`src/design/pfr_pkg.sv`:
```
// ---------------------------------------------------------------------------
// pfr_pkg
// Types and constants shared by the PID filter table reconciler.
// ---------------------------------------------------------------------------
package pfr_pkg;

  localparam int unsigned PID_W      = 13;
  localparam int unsigned SLOT_PID_W = 14;
  localparam int unsigned IN_PID_W   = 16;

  localparam logic [SLOT_PID_W-1:0] NO_PID    = 14'h3FFF;
  localparam logic [IN_PID_W-1:0]   PID_LIMIT = 16'h2000;

  // Results per query
  localparam int unsigned MAX_RES = 32;
  localparam int unsigned RES_W   = $clog2(MAX_RES + 1);

  typedef enum logic [1:0] {
    ST_INVALID,
    ST_ADD,
    ST_VALID,
    ST_DELETE
  } slot_status_e;

  typedef enum logic [1:0] {
    REQ_ENTRY,
    REQ_PLAY,
    REQ_SETUP,
    REQ_CLEAR
  } req_type_e;

  typedef enum logic [1:0] {
    KIND_ADD,
    KIND_DELETE,
    KIND_NONE,
    KIND_ACK
  } kind_e;

  typedef enum logic [3:0] {
    S_IDLE,
    S_MATCH,
    S_SCAN,
    S_CLEAR,
    S_ACK,
    S_COMMIT_A,
    S_COMMIT_B,
    S_EMIT_A,
    S_EMIT_B,
    S_NONE
  } state_e;

  // One slot of the table as it travels along the ring
  typedef struct packed {
    logic [SLOT_PID_W-1:0] pid;
    slot_status_e          status;
    logic                  seen;
    logic                  rpt;
  } slot_t;

  // Control broadcast to every cell
  typedef struct packed {
    logic shift;
    logic cmp;
    logic clear;
  } cell_ctrl_t;

  typedef struct packed {
    kind_e            kind;
    logic [PID_W-1:0] pid;
    logic             last;
    logic             changed;
    logic             fail;
  } result_t;

endpackage

```
`src/design/pfr_if.sv`:
```
// ---------------------------------------------------------------------------
// pfr_in_if / pfr_out_if
// Valid/ready channels carrying requests into and results out of the block.
// ---------------------------------------------------------------------------
interface pfr_in_if;
  logic        valid;
  logic        ready;
  logic [1:0]  req_type;
  logic [15:0] pid;
  logic        last_entry;

  modport source (output valid, req_type, pid, last_entry, input ready);
  modport sink   (input valid, req_type, pid, last_entry, output ready);
endinterface

interface pfr_out_if;
  logic        valid;
  logic        ready;
  logic [1:0]  kind;
  logic [12:0] out_pid;
  logic        last_result;
  logic        pid_dirty;
  logic        add_failed;

  modport source (output valid, kind, out_pid, last_result, pid_dirty, add_failed,
                  input ready);
  modport sink   (input valid, kind, out_pid, last_result, pid_dirty, add_failed,
                  output ready);
endinterface

```
`src/design/pfr_cell.sv`:
```
// ---------------------------------------------------------------------------
// pfr_cell
// One slot of the PID table: compares against the broadcast PID, clears,
// or takes its neighbor's slot when the ring shifts.
// ---------------------------------------------------------------------------
module pfr_cell import pfr_pkg::*; (
  input  logic             clk_i,
  input  logic             rst_ni,
  input  cell_ctrl_t       ctrl_i,
  input  logic [PID_W-1:0] cmp_pid_i,
  input  slot_t            next_i,
  output slot_t            slot_o,
  output logic             match_o
);

  slot_t slot_q, slot_d;

  assign match_o = (slot_q.pid == {1'b0, cmp_pid_i});
  assign slot_o  = slot_q;

  // Select shift, clear or match update
  always_comb begin
    slot_d = slot_q;
    if (ctrl_i.shift) begin
      slot_d = next_i;
    end else if (ctrl_i.clear) begin
      slot_d.status = ST_INVALID;
      slot_d.seen   = 1'b0;
      slot_d.rpt    = 1'b0;
    end else if (ctrl_i.cmp && match_o) begin
      slot_d.seen = 1'b1;
      case (slot_q.status)
        ST_INVALID: slot_d.status = ST_ADD;
        ST_DELETE:  slot_d.status = ST_VALID;
        default:    slot_d.status = slot_q.status;
      endcase
    end
  end

  always_ff @(posedge clk_i or negedge rst_ni) begin
    if (!rst_ni) begin
      slot_q.pid    <= NO_PID;
      slot_q.status <= ST_INVALID;
      slot_q.seen   <= 1'b0;
      slot_q.rpt    <= 1'b0;
    end else begin
      slot_q <= slot_d;
    end
  end

endmodule

```
`src/design/pfr_ctrl.sv`:
```
// ---------------------------------------------------------------------------
// pfr_ctrl
// Sequencer at the head of the cell ring: rotates slots past the head logic
// to insert, run the delete pass, commit and report, and holds the result
// register.
// ---------------------------------------------------------------------------
module pfr_ctrl import pfr_pkg::*; #(
  parameter int unsigned PID_SLOTS = 32
) (
  input  logic                 clk_i,
  input  logic                 rst_ni,
  input  logic                 req_valid_i,
  output logic                 req_ready_o,
  input  logic [1:0]           req_type_i,
  input  logic [IN_PID_W-1:0]  req_pid_i,
  input  logic                 req_last_i,
  input  logic [PID_SLOTS-1:0] match_i,
  input  slot_t                head_i,
  output slot_t                tail_o,
  output cell_ctrl_t           cell_ctrl_o,
  output logic [PID_W-1:0]     cmp_pid_o,
  output logic                 res_valid_o,
  input  logic                 res_ready_i,
  output result_t              res_o
);

  localparam int unsigned CNT_W = (PID_SLOTS > 1) ? $clog2(PID_SLOTS) : 1;

  state_e            state_q, state_d;
  req_type_e         type_q, type_d;
  logic [PID_W-1:0]  pid_q, pid_d;
  logic              pid_ok_q, pid_ok_d;
  logic              last_q, last_d;
  logic              found_q, found_d;
  logic              ins_q, ins_d;
  logic              chg_q, chg_d;
  logic              fail_q, fail_d;
  logic [CNT_W-1:0]  cnt_q, cnt_d;
  logic [RES_W-1:0]  n_q, n_d;
  logic [RES_W-1:0]  rem_q, rem_d;
  logic              out_valid_q;
  result_t           out_q, out_d;
  logic              emit;
  logic              out_free;
  logic              cnt_last;
  logic              ins_go;
  logic              want;
  logic              room;
  slot_t             rec;

  assign out_free  = !out_valid_q || res_ready_i;
  assign cnt_last  = (cnt_q == CNT_W'(PID_SLOTS - 1));
  assign room      = (n_q < RES_W'(MAX_RES));
  assign cmp_pid_o = pid_q;

  // Next state, head slot rewrite and result load
  always_comb begin
    state_d     = state_q;
    type_d      = type_q;
    pid_d       = pid_q;
    pid_ok_d    = pid_ok_q;
    last_d      = last_q;
    found_d     = found_q;
    ins_d       = ins_q;
    chg_d       = chg_q;
    fail_d      = fail_q;
    cnt_d       = cnt_q;
    n_d         = n_q;
    rem_d       = rem_q;
    out_d       = out_q;
    emit        = 1'b0;
    req_ready_o = 1'b0;
    cell_ctrl_o = '0;
    rec         = head_i;
    ins_go      = 1'b0;
    want        = 1'b0;

    case (state_q)
      S_IDLE: begin
        req_ready_o = 1'b1;
        if (req_valid_i) begin
          type_d   = req_type_e'(req_type_i);
          pid_d    = req_pid_i[PID_W-1:0];
          pid_ok_d = (req_pid_i < PID_LIMIT);
          last_d   = req_last_i;
          cnt_d    = '0;
          n_d      = '0;
          chg_d    = 1'b0;
          ins_d    = 1'b0;
          case (req_type_e'(req_type_i))
            REQ_ENTRY: state_d = S_MATCH;
            REQ_PLAY:  state_d = S_COMMIT_A;
            REQ_SETUP: state_d = S_COMMIT_A;
            REQ_CLEAR: state_d = S_CLEAR;
            default:   state_d = S_IDLE;
          endcase
        end
      end

      // Compare in every cell at once
      S_MATCH: begin
        cell_ctrl_o.cmp = pid_ok_q;
        found_d         = |match_i;
        state_d         = S_SCAN;
      end

      // Rotate once: insert into first free slot, then on the last entry the delete pass
      S_SCAN: begin
        cell_ctrl_o.shift = 1'b1;
        ins_go = pid_ok_q && !found_q && !ins_q && (head_i.status == ST_INVALID);
        if (ins_go) begin
          rec.pid    = {1'b0, pid_q};
          rec.status = ST_ADD;
          rec.seen   = 1'b1;
          ins_d      = 1'b1;
        end
        if (last_q) begin
          if (!rec.seen) begin
            case (rec.status)
              ST_ADD:   rec.status = ST_INVALID;
              ST_VALID: rec.status = ST_DELETE;
              default:  rec.status = rec.status;
            endcase
          end
          rec.seen = 1'b0;
        end
        chg_d = chg_q | (rec.status == ST_ADD) | (rec.status == ST_DELETE);
        cnt_d = cnt_q + CNT_W'(1);
        if (cnt_last) begin
          cnt_d   = '0;
          fail_d  = pid_ok_q && !found_q && !ins_q && !ins_go;
          state_d = S_ACK;
        end
      end

      S_CLEAR: begin
        cell_ctrl_o.clear = 1'b1;
        chg_d   = 1'b0;
        fail_d  = 1'b0;
        state_d = S_ACK;
      end

      S_ACK: begin
        if (out_free) begin
          emit          = 1'b1;
          out_d.kind    = KIND_ACK;
          out_d.pid     = '0;
          out_d.last    = 1'b1;
          out_d.changed = chg_q;
          out_d.fail    = fail_q;
          state_d       = S_IDLE;
        end
      end

      // Commit adds (play) or all active slots (setup)
      S_COMMIT_A: begin
        cell_ctrl_o.shift = 1'b1;
        if (room && ((head_i.status == ST_ADD) ||
                     ((type_q == REQ_SETUP) && (head_i.status == ST_VALID)))) begin
          rec.status = ST_VALID;
          rec.rpt    = 1'b1;
          n_d        = n_q + RES_W'(1);
        end
        cnt_d = cnt_q + CNT_W'(1);
        if (cnt_last) begin
          cnt_d   = '0;
          state_d = S_COMMIT_B;
        end
      end

      // Commit deletes (play) and collect the changed flag
      S_COMMIT_B: begin
        cell_ctrl_o.shift = 1'b1;
        if (room && (type_q == REQ_PLAY) && (head_i.status == ST_DELETE)) begin
          rec.status = ST_INVALID;
          rec.rpt    = 1'b1;
          n_d        = n_q + RES_W'(1);
        end
        chg_d = chg_q | (rec.status == ST_ADD) | (rec.status == ST_DELETE);
        cnt_d = cnt_q + CNT_W'(1);
        if (cnt_last) begin
          cnt_d   = '0;
          rem_d   = n_d;
          state_d = (n_d == '0) ? S_NONE : S_EMIT_A;
        end
      end

      // Report marked slots: adds on the first turn, deletes on the second
      S_EMIT_A, S_EMIT_B: begin
        want = head_i.rpt &&
               (head_i.status == ((state_q == S_EMIT_A) ? ST_VALID : ST_INVALID));
        if (!want || out_free) begin
          cell_ctrl_o.shift = 1'b1;
          if (want) begin
            emit          = 1'b1;
            rec.rpt       = 1'b0;
            out_d.kind    = (state_q == S_EMIT_A) ? KIND_ADD : KIND_DELETE;
            out_d.pid     = head_i.pid[PID_W-1:0];
            out_d.last    = (rem_q == RES_W'(1));
            out_d.changed = chg_q;
            out_d.fail    = 1'b0;
            rem_d         = rem_q - RES_W'(1);
          end
          cnt_d = cnt_q + CNT_W'(1);
          if (cnt_last) begin
            cnt_d   = '0;
            state_d = (state_q == S_EMIT_A) ? S_EMIT_B : S_IDLE;
          end
        end
      end

      S_NONE: begin
        if (out_free) begin
          emit          = 1'b1;
          out_d.kind    = KIND_NONE;
          out_d.pid     = '0;
          out_d.last    = 1'b1;
          out_d.changed = chg_q;
          out_d.fail    = 1'b0;
          state_d       = S_IDLE;
        end
      end

      default: state_d = S_IDLE;
    endcase
  end

  assign tail_o      = rec;
  assign res_valid_o = out_valid_q;
  assign res_o       = out_q;

  // Control registers
  always_ff @(posedge clk_i or negedge rst_ni) begin
    if (!rst_ni) begin
      state_q     <= S_IDLE;
      cnt_q       <= '0;
      n_q         <= '0;
      rem_q       <= '0;
      ins_q       <= 1'b0;
      out_valid_q <= 1'b0;
    end else begin
      state_q     <= state_d;
      cnt_q       <= cnt_d;
      n_q         <= n_d;
      rem_q       <= rem_d;
      ins_q       <= ins_d;
      out_valid_q <= emit ? 1'b1 : (res_ready_i ? 1'b0 : out_valid_q);
    end
  end

  // Request and result payload
  always_ff @(posedge clk_i) begin
    type_q   <= type_d;
    pid_q    <= pid_d;
    pid_ok_q <= pid_ok_d;
    last_q   <= last_d;
    found_q  <= found_d;
    chg_q    <= chg_d;
    fail_q   <= fail_d;
    out_q    <= out_d;
  end

endmodule

```
`src/design/pid_filter_table_reconciler.sv`:
```
// Results: a query reports at most one result a cycle once reporting starts.
// Throughput: one request at a time; the slot ring turns past the head logic
// once per list entry, four times (plus output stalls) per query that reports
// and twice per query with nothing to report.
// Reset (async, rst_ni low): slots invalid with no PID, sequencer idle, no result.
// ---------------------------------------------------------------------------
// pid_filter_table_reconciler
// PID slot table kept in a ring of cells, reconciled against a requested
// PID list and queried for pending changes or all active PIDs.
// ---------------------------------------------------------------------------
module pid_filter_table_reconciler import pfr_pkg::*; #(
  parameter int unsigned PID_SLOTS = 32
) (
  input  logic      clk_i,
  input  logic      rst_ni,
  pfr_in_if.sink    in_i,
  pfr_out_if.source out_o
);

  slot_t                slots [PID_SLOTS];
  logic [PID_SLOTS-1:0] match;
  slot_t                tail;
  cell_ctrl_t           cell_ctrl;
  logic [PID_W-1:0]     cmp_pid;
  result_t              res;

  // Ring of slot cells, slot 0 at the head
  for (genvar i = 0; i < PID_SLOTS; i++) begin : g_cell
    slot_t next;
    if (i == PID_SLOTS - 1) begin : g_tail
      assign next = tail;
    end else begin : g_mid
      assign next = slots[i+1];
    end
    pfr_cell u_cell (
      .clk_i     (clk_i),
      .rst_ni    (rst_ni),
      .ctrl_i    (cell_ctrl),
      .cmp_pid_i (cmp_pid),
      .next_i    (next),
      .slot_o    (slots[i]),
      .match_o   (match[i])
    );
  end

  pfr_ctrl #(
    .PID_SLOTS (PID_SLOTS)
  ) u_ctrl (
    .clk_i       (clk_i),
    .rst_ni      (rst_ni),
    .req_valid_i (in_i.valid),
    .req_ready_o (in_i.ready),
    .req_type_i  (in_i.req_type),
    .req_pid_i   (in_i.pid),
    .req_last_i  (in_i.last_entry),
    .match_i     (match),
    .head_i      (slots[0]),
    .tail_o      (tail),
    .cell_ctrl_o (cell_ctrl),
    .cmp_pid_o   (cmp_pid),
    .res_valid_o (out_o.valid),
    .res_ready_i (out_o.ready),
    .res_o       (res)
  );

  // Drive the result channel
  assign out_o.kind        = res.kind;
  assign out_o.out_pid     = res.pid;
  assign out_o.last_result = res.last;
  assign out_o.pid_dirty   = res.changed;
  assign out_o.add_failed  = res.fail;

endmodule

```
`src/flat_wrapper.sv`:
```
// flat-port wrapper written by rule: the top's interface ports become plain ports
module pid_filter_table_reconciler_flat import pfr_pkg::*;
#(
  parameter int unsigned PID_SLOTS = 32
)
  (clk_i, rst_ni, in_i_valid, in_i_req_type, in_i_pid, in_i_last_entry, in_i_ready, out_o_valid, out_o_kind, out_o_out_pid, out_o_last_result, out_o_pid_dirty, out_o_add_failed, out_o_ready);
  pfr_in_if in_i_i ();
  pfr_out_if out_o_i ();
  input  logic clk_i;
  input  logic rst_ni;
  input wire logic [$bits(in_i_i.valid)-1:0] in_i_valid;
  input wire logic [$bits(in_i_i.req_type)-1:0] in_i_req_type;
  input wire logic [$bits(in_i_i.pid)-1:0] in_i_pid;
  input wire logic [$bits(in_i_i.last_entry)-1:0] in_i_last_entry;
  output wire logic [$bits(in_i_i.ready)-1:0] in_i_ready;
  output wire logic [$bits(out_o_i.valid)-1:0] out_o_valid;
  output wire logic [$bits(out_o_i.kind)-1:0] out_o_kind;
  output wire logic [$bits(out_o_i.out_pid)-1:0] out_o_out_pid;
  output wire logic [$bits(out_o_i.last_result)-1:0] out_o_last_result;
  output wire logic [$bits(out_o_i.pid_dirty)-1:0] out_o_pid_dirty;
  output wire logic [$bits(out_o_i.add_failed)-1:0] out_o_add_failed;
  input wire logic [$bits(out_o_i.ready)-1:0] out_o_ready;
  assign in_i_i.valid = in_i_valid;
  assign in_i_i.req_type = in_i_req_type;
  assign in_i_i.pid = in_i_pid;
  assign in_i_i.last_entry = in_i_last_entry;
  assign in_i_ready = in_i_i.ready;
  assign out_o_valid = out_o_i.valid;
  assign out_o_kind = out_o_i.kind;
  assign out_o_out_pid = out_o_i.out_pid;
  assign out_o_last_result = out_o_i.last_result;
  assign out_o_pid_dirty = out_o_i.pid_dirty;
  assign out_o_add_failed = out_o_i.add_failed;
  assign out_o_i.ready = out_o_ready;
  pid_filter_table_reconciler #(.PID_SLOTS(PID_SLOTS)) u_core (.clk_i(clk_i), .rst_ni(rst_ni), .in_i(in_i_i), .out_o(out_o_i));
endmodule
```
`config.mk`:
```
export PLATFORM = sky130hd
export DESIGN_NAME = pid_filter_table_reconciler_flat
export DESIGN_NICKNAME = d
export VERILOG_FILES = /design/src/design/pfr_pkg.sv /design/src/design/pfr_if.sv /design/src/design/pfr_cell.sv /design/src/design/pfr_ctrl.sv /design/src/design/pid_filter_table_reconciler.sv /design/src/flat_wrapper.sv
export SDC_FILE = /design/constraint.sdc
export NUM_CORES = 2
export LEC_CHECK = 0
export BUFFER_PORTS_ARGS = -buffer_cell sky130_fd_sc_hd__buf_2
export CORE_ASPECT_RATIO = 0.75
export CORE_UTILIZATION = 45
export CTS_CLUSTER_DIAMETER = 60
export DETAILED_ROUTE_END_ITERATION = 7
export PLACE_DENSITY_LB_ADDON = 0.08
export SKIP_CTS_REPAIR_TIMING = 1
export SYNTH_ARGS = -nofsm -noshare
export SYNTH_HDL_FRONTEND = slang
export SYNTH_SLANG_ARGS = --single-unit
```
`constraint.sdc`:
```
create_clock -name clk_i -period 7.1 [get_ports clk_i]
set_input_delay 0.355 -clock clk_i [delete_from_list [all_inputs] [get_ports clk_i]]
set_output_delay 0.355 -clock clk_i [all_outputs]
set_load 0.02 [all_outputs]
```
## Word level (Yosys, flattened, before mapping)

Index checks and enable logic that the tools add are counted.

| word-level totals | value |
|---|---|
| bits of input ports | 23 |
| output and inout port bits | 20 |
| bits in registers | 637 |
| logic and storage cells | 653 |

| operators by class | value |
|---|---|
| eq/ne operators | 101 |
| muxes and demuxes | 194 |
| add/subtract/negate cells | 3 |
| reduce and logical (&&, ||, !) cells | 203 |
| magnitude comparators | 2 |
| bitwise logic cells | 4 |

Operators by type and width:

| operator | count |
|---|---|
| 14-bit by 13-bit equality test with 1-bit output | 32 |
| 3-bit two-way mux | 66 |
| 4-bit two-way mux | 41 |
| 2-bit one-hot mux with 2 select lines | 33 |
| 4-bit nonzero test | 33 |
| 3-bit nonzero test | 35 |
| 2-bit equality test, second input constant | 39 |
| 18-bit two-way mux | 4 |
| 2-bit AND reduction | 35 |
| 2-bit zero test | 33 |
| 18-bit one-hot mux with 3 select lines | 1 |
| 6-bit two-way mux | 7 |
| 1-bit logical AND | 41 |
| 17-bit two-way mux | 2 |
| 4-bit one-hot mux with 8 select lines | 1 |
| 32-bit OR reduction | 1 |
| 2-bit != test, second input constant | 11 |
| 1-bit two-way mux | 19 |
| 6-bit one-hot mux with 3 select lines | 1 |
| 4-bit by 3-bit equality test with 1-bit output, second input constant | 4 |
| 16-bit by 14-bit < comparator with 1-bit output, second input constant | 1 |
| 5-bit two-way mux | 3 |
| 5-bit one-hot mux with 3 select lines | 1 |
| 14-bit two-way mux | 1 |
| other kinds (31) | 62 |

## Depth between registers and ports, before layout

| depth | value |
|---|---|
| depth after elaboration | 15 |
| gate-level depth with buffers | 11 |
| gate-level depth less buffers | 8 |

## Modules after synthesis

A second synthesis with hierarchy kept.

| unflattened totals | value |
|---|---|
| cell total of the unflattened synthesis | 2,780 |
| area total of the unflattened synthesis | 33,086.7 um^2 |

Modules (own cells, without submodules):

| module | cells each | times used | seq. area each (um^2) | area each (um^2) |
|---|---|---|---|---|
| pfr_cell | 76 | 32 | 467.9 | 923.4 |
| pfr_ctrl | 348 | 1 | 1,716.6 | 3,538.4 |

## Worst setup path after synthesis

No wires, ideal clock.

| timing path | value |
|---|---|
| path kind | register -> register |
| start point | reg u_core.u_ctrl.state_q[1] |
| end point | reg u_core.u_ctrl.out_q, in the netlist u_core.u_ctrl.res_o[0], enable pin |
| slack | 4.559 ns |
| arrival | 2.149 ns |
| cell stages (with the launch flop) | 8 |
| required time | 6.707 ns |
| path through | dfrtp_1 -> buf_2 -> nor4b_1 -> or2_1 -> buf_2 -> nand3_1 -> o21a_1 -> nor2_1 |

| between the ends | value |
|---|---|
| word-level cells in the longest chain between the ends | 8 |
| elaborated cells on any way between the ends | 16 |

Ends and longest elaborated chain:

| element | line | source |
|---|---|---|
| from (decl) | pfr_ctrl.sv:29 | `state_e state_q, state_d;` |
| from (signal assigned) | pfr_ctrl.sv:242 | `state_q <= state_d;` |
| 4-bit by 3-bit equality test with 1-bit output | pfr_ctrl.sv:78, pfr_ctrl.sv:191 |  |
| 2-bit two-way mux | pfr_ctrl.sv:191 | `(head_i.status == ((state_q == S_EMIT_A) ? ST_VALID : ST_INVALID));` |
| 2-bit equality test | pfr_ctrl.sv:191 |  |
| 1-bit logical AND | pfr_ctrl.sv:190 | `want = head_i.rpt &&` |
| 1-bit zero test | pfr_ctrl.sv:192 | `if (!want \|\| out_free) begin` |
| 1-bit logical OR | pfr_ctrl.sv:192 |  |
| 2-bit != test (no line) | n/a |  |
| 5-bit AND reduction (no line) * | n/a |  |
| to (signal assigned) | pfr_ctrl.sv:260 | `out_q <= out_d;` |
| to (decl) | pfr_ctrl.sv:42 | `result_t out_q, out_d;` |

Mark *: on every way between the ends. The rest lies on a longest branch, timed or not.
A chain may end at the register's enable or synchronous reset.

## Final worst setup path

| timing path | value |
|---|---|
| start point | reg u_core.u_ctrl.state_q[0] |
| end point | reg u_core.g_cell[1].u_cell.slot_q, in the netlist u_core.g_cell[1].u_cell.slot_o[13] |

| between the ends | value |
|---|---|
| word-level cells in the longest chain between the ends | 8 |
| elaborated cells on any way between the ends | 14 |

Ends and longest elaborated chain:

| element | line | source |
|---|---|---|
| 4-bit by 3-bit equality test with 1-bit output | pfr_ctrl.sv:78, pfr_ctrl.sv:191 |  |
| 2-bit two-way mux | pfr_ctrl.sv:191 |  |
| 2-bit equality test | pfr_ctrl.sv:191 |  |
| 1-bit logical AND | pfr_ctrl.sv:190 |  |
| 1-bit zero test | pfr_ctrl.sv:192 |  |
| 1-bit logical OR | pfr_ctrl.sv:192 |  |
| 1-bit two-way mux | pfr_ctrl.sv:192 |  |
| 1-bit one-hot mux with 2 select lines * | pfr_ctrl.sv:78 | `case (state_q)` |
| to (signal assigned) | pfr_cell.sv:47 | `slot_q <= slot_d;` |
| to (decl) | pfr_cell.sv:16 | `slot_t slot_q, slot_d;` |

Marks and branches as above.

==> flow_metrics.py <==
metrics = {
    "yosys": {
        "synthCells": 3561,
        "yosys_most_used_dff": "dfstp_2",
        "yosysTopAreaCell": "dfstp_2",
        "synth.cell_area_um2": 32300,
        "ys.warnings.count": 0,
        "synth_seq_cells": 637,
        "ys_seq_area_frac": 0.517,
        "netlist.area_leader.share": 0.365,
        "syn-num-nets": 3625,
        "synth_enable_flop_cells": 38,
        "async_flop_share": 0.940,
        "synth.area.top_cells": "dfstp_2 36%, nand2_1 17%, dfrtp_1 12%",
        "syn_area_per_cell_um2": 9.07,
        "synth_cell_types": 66,
    },
    "floorplanning": {
        "die_area_um2": 72800,
        "die_w_um": 311,
        "die-height_um": 234,
        "start_util": 0.458,
        "num_rows": 84,
        "core-area_um2": 70500,
        "io-pin-count": 43,
    },
    "finish": {
        "seq_area_um2": 16700,
        "final_core_util": 0.504,
        "syn_to_final_growth_pct": 10.0,
        "final_layout_size_suffix_gt1_frac": 0.193,
        "multi_input_area_um2": 14400,
        "nFillCells": 6646,
        "nets": 3579,
        "n_antenna_cell": 0,
    },
    "worst_setup_path": {
        "start_kind": "register",
        "r2r_cells": 8,
        "r2r_end": "u_core.g_cell[1].u_cell.slot_o[13]",
        "critPathArrivalTime_ns": 4.54,
        "end_kind": "register",
        "crit_start": "u_core.u_ctrl.state_q[0]",
        "critical_path_class": "reg2reg",
        "crit_end": "u_core.g_cell[1].u_cell.slot_o[13]",
        "path_max_fanout": 73,
        "critPathRequiredTime_ns": 7.65,
        "rrSetupSlack_ns": 3.11,
        "rr_startpoint": "u_core.u_ctrl.state_q[0]",
    },
    "timing": {
        "fin_setup_tns_ns": 0,
        "worst_pin_slew_ns": 1.23,
        "rsz0062_at_grt": "no",
        "max_freq_ghz": 0.251,
        "finClkSkew_ns": 0.0238,
        "setup_ws_ns": 3.11,
        "hold_viol_final": 0,
        "setup_viol": 0,
        "finalCritPeriodShare": 0.562,
        "maxSlewHeadroom": 0.182,
        "drv_slew": 0,
        "fin_crit_ns": 3.99,
    },
    "hold_path": {
        "min-delay-path-class": "in2reg",
    },
    "place": {
        "gp_congestion": 0.832,
        "dp_hpwl_mm": 50.3,
        "io_buffers": 42,
        "dp_worst_setup_slack_ns": 3.19,
    },
    "detailed_routing": {
        "viasPerCell": 5.22,
        "routed_wl_mm": 81.5,
        "wl_per_cell_um": 18.0,
        "vias": 23600,
        "dr.pass1.iters": 6,
        "drc": 0,
        "drt-initial-drc-count": 1894,
        "antenna_left": 0,
    },
    "clocking": {
        "cts_tree": "built",
        "cts_inserted_buffers": 71,
        "clk_path_buf_depth": 3,
        "clkSinkCount": 637,
        "insertion_delay_ns": 0.62,
        "clkTransAtPathRegs_ns": 0.06,
        "htree_levels": 3,
        "cts-root-buf": "clkbuf_16",
    },
    "power": {
        "leakagePower_nw": 16.8,
        "power.clock.fraction": 0.272,
        "p_int_mw": 8.34,
        "powerDensity_nw_per_um2": 389,
        "power_frac_comb": 0.339,
        "max-vdd-ir-drop_mv": 0.386,
        "p_seq_frac": 0.389,
        "swShare": 0.397,
        "p_sw_mw": 5.50,
    },
    "global_route": {
        "overflow": 0,
        "track_usage": 0.226,
        "grt_first_pass_wirelength_mm": 132,
        "grt_max_degree": 204,
        "antenna_found_initial": 0,
        "grt_pass1_vias": 23500,
    },
    "flow_run": {
        "drv_cap": 0,
    },
    "run_status": {
        "status": "completed",
    },
}
-- power groups by stage --
| stage | registers, mW | logic [mW] | clock network, mW |
|---|---|---|---|
| after CTS | 5.38 | 4.71 | 3.86 |
| after global placement | 5.39 | 4.56 | 0 |
| after global routing | 5.48 | 5.24 | 4.00 |
| after floorplan | 5.23 | 3.83 | 0 |
| final | 5.38 | 4.69 | 3.76 |
| after detailed placement | 5.43 | 4.70 | 0 |
-- state kept, by name, summed over array words and instances, names as in the netlist, 2 cells and up --
| name | count |
|---|---|
| u_core.g_cell.u_cell.slot_o | 576 |
| u_core.u_ctrl.cnt_q | 5 |
| u_core.u_ctrl.n_q | 6 |
| u_core.u_ctrl.res_o | 18 |
| u_core.u_ctrl.type_q | 2 |
| u_core.u_ctrl.rem_q | 6 |
| u_core.u_ctrl.cmp_pid_o | 13 |
| u_core.u_ctrl.state_q | 4 |
-- stage by stage --
stage | power, mW | instance area (um2) | hold slack [ns] | cells
after floorplan | 9.06 | 32300 | 0.0594 | 3561
after detailed placement | 10.1 | 33000 | 0.451 | 4370
after CTS | 14.0 | 35300 | -0.135 | 4501
final | 13.8 | 35500 | 0.0832 | 4519
after global placement | 9.95 | 33000 | 0.447 | 4370
after global routing | 14.7 | 35500 | 0.0867 | 4519
-- critical path, stage by stage, from the launching register on --
cell	delay, ns
dfrtp_1	0.79
nand2_1	0.36
nor2_1	0.39
o22ai_1	0.22
nand3_4	0.50
buf_4	0.62
buf_4	0.72
nand2_1	0.13
nand2_1	0.10
-- placed cells by master, fill, tap and decap left out, drive strengths merged, types with 7 or more instances in the layout --
master	Yosys	layout
nand3	48	48
ha	41	41
nand2	1465	1465
nor4	101	101
xor2	419	419
mux2i	80	80
o21ai	97	97
dfrtp	151	151
nor2	135	135
nand4	42	42
dfstp	448	448
a21oi	13	13
inv	45	50
mux2	30	30
a221oi	8	8
edfxtp	38	38
a31oi	12	12
and3	7	7
o22ai	11	11
or2	10	10
buf	129	79
clkbuf	87	114
nor3	57	57
and2	25	25
dlygate4sd3	0	18
clkinv	0	9
-- worst min-delay path by stage --
| stage | start | end | cells past startpoint |
|---|---|---|---|
| finish | out_o_ready | u_core.u_ctrl.res_valid_o | 3 |
| global route | out_o_ready | u_core.u_ctrl.res_valid_o | 3 |
| CTS | in_i_last_entry | u_core.u_ctrl.last_q | 1 |
| detailed placement | u_core.g_cell[16].u_cell.slot_o[0] | u_core.g_cell[15].u_cell.slot_o[0] | 2 |
| global placement | u_core.g_cell[8].u_cell.slot_o[0] | u_core.g_cell[7].u_cell.slot_o[0] | 2 |
| floorplan | rst_ni | u_core.g_cell[0].u_cell.slot_o[0] | 0 |
-- layer usage --
layer  part of all wire  GRT usage  up-vias  routed length, um
met5                  0          0        -                  0
met4              0.017     0.0508        0               1410
met3              0.046     0.0381      101               3720
met2               0.43      0.332      465              34700
met1               0.51      0.347    11700              41600
li1                   -          -    11400                  -
-- cells by family after synthesis --
logic type / after synthesis / synth area share
AO/OA/AOI/OAI: 173 / 0.0319
flip-flops: 637 / 0.517
AND/OR/NAND/NOR: 1918 / 0.245
multiplexers: 110 / 0.0359
buffers and inverters: 261 / 0.0398
adder cells (fa/ha/maj): 41 / 0.0159
XOR/XNOR: 421 / 0.114
-- cell type report --
class / instances / area share
repair buffers: 97 / 0.0212
clock buffers: 114 / 0.0618
flip-flops and latches: 637 / 0.470
inverters: 45 / 0.00482
clock inverters: 17 / 0.00511
well taps: 946 / 0.0333
multi-input cells: 2663 / 0.404
-- synth_stat cells (25+ instances only) --
library cell and count:
mux2_2 28, nor2_1 134, nand4_1 42, dfrtp_1 151, inv_1 43, mux2i_1 79
nor3_1 56, o21ai_0 96, xor2_1 419, buf_4 43, nand2_1 1465, ha_1 41
and2_1 25, clkbuf_1 87, dfstp_2 448, buf_2 66, nor4_1 101, edfxtp_1 38
nand3_1 48
Power figures use the tool's default switching activity.
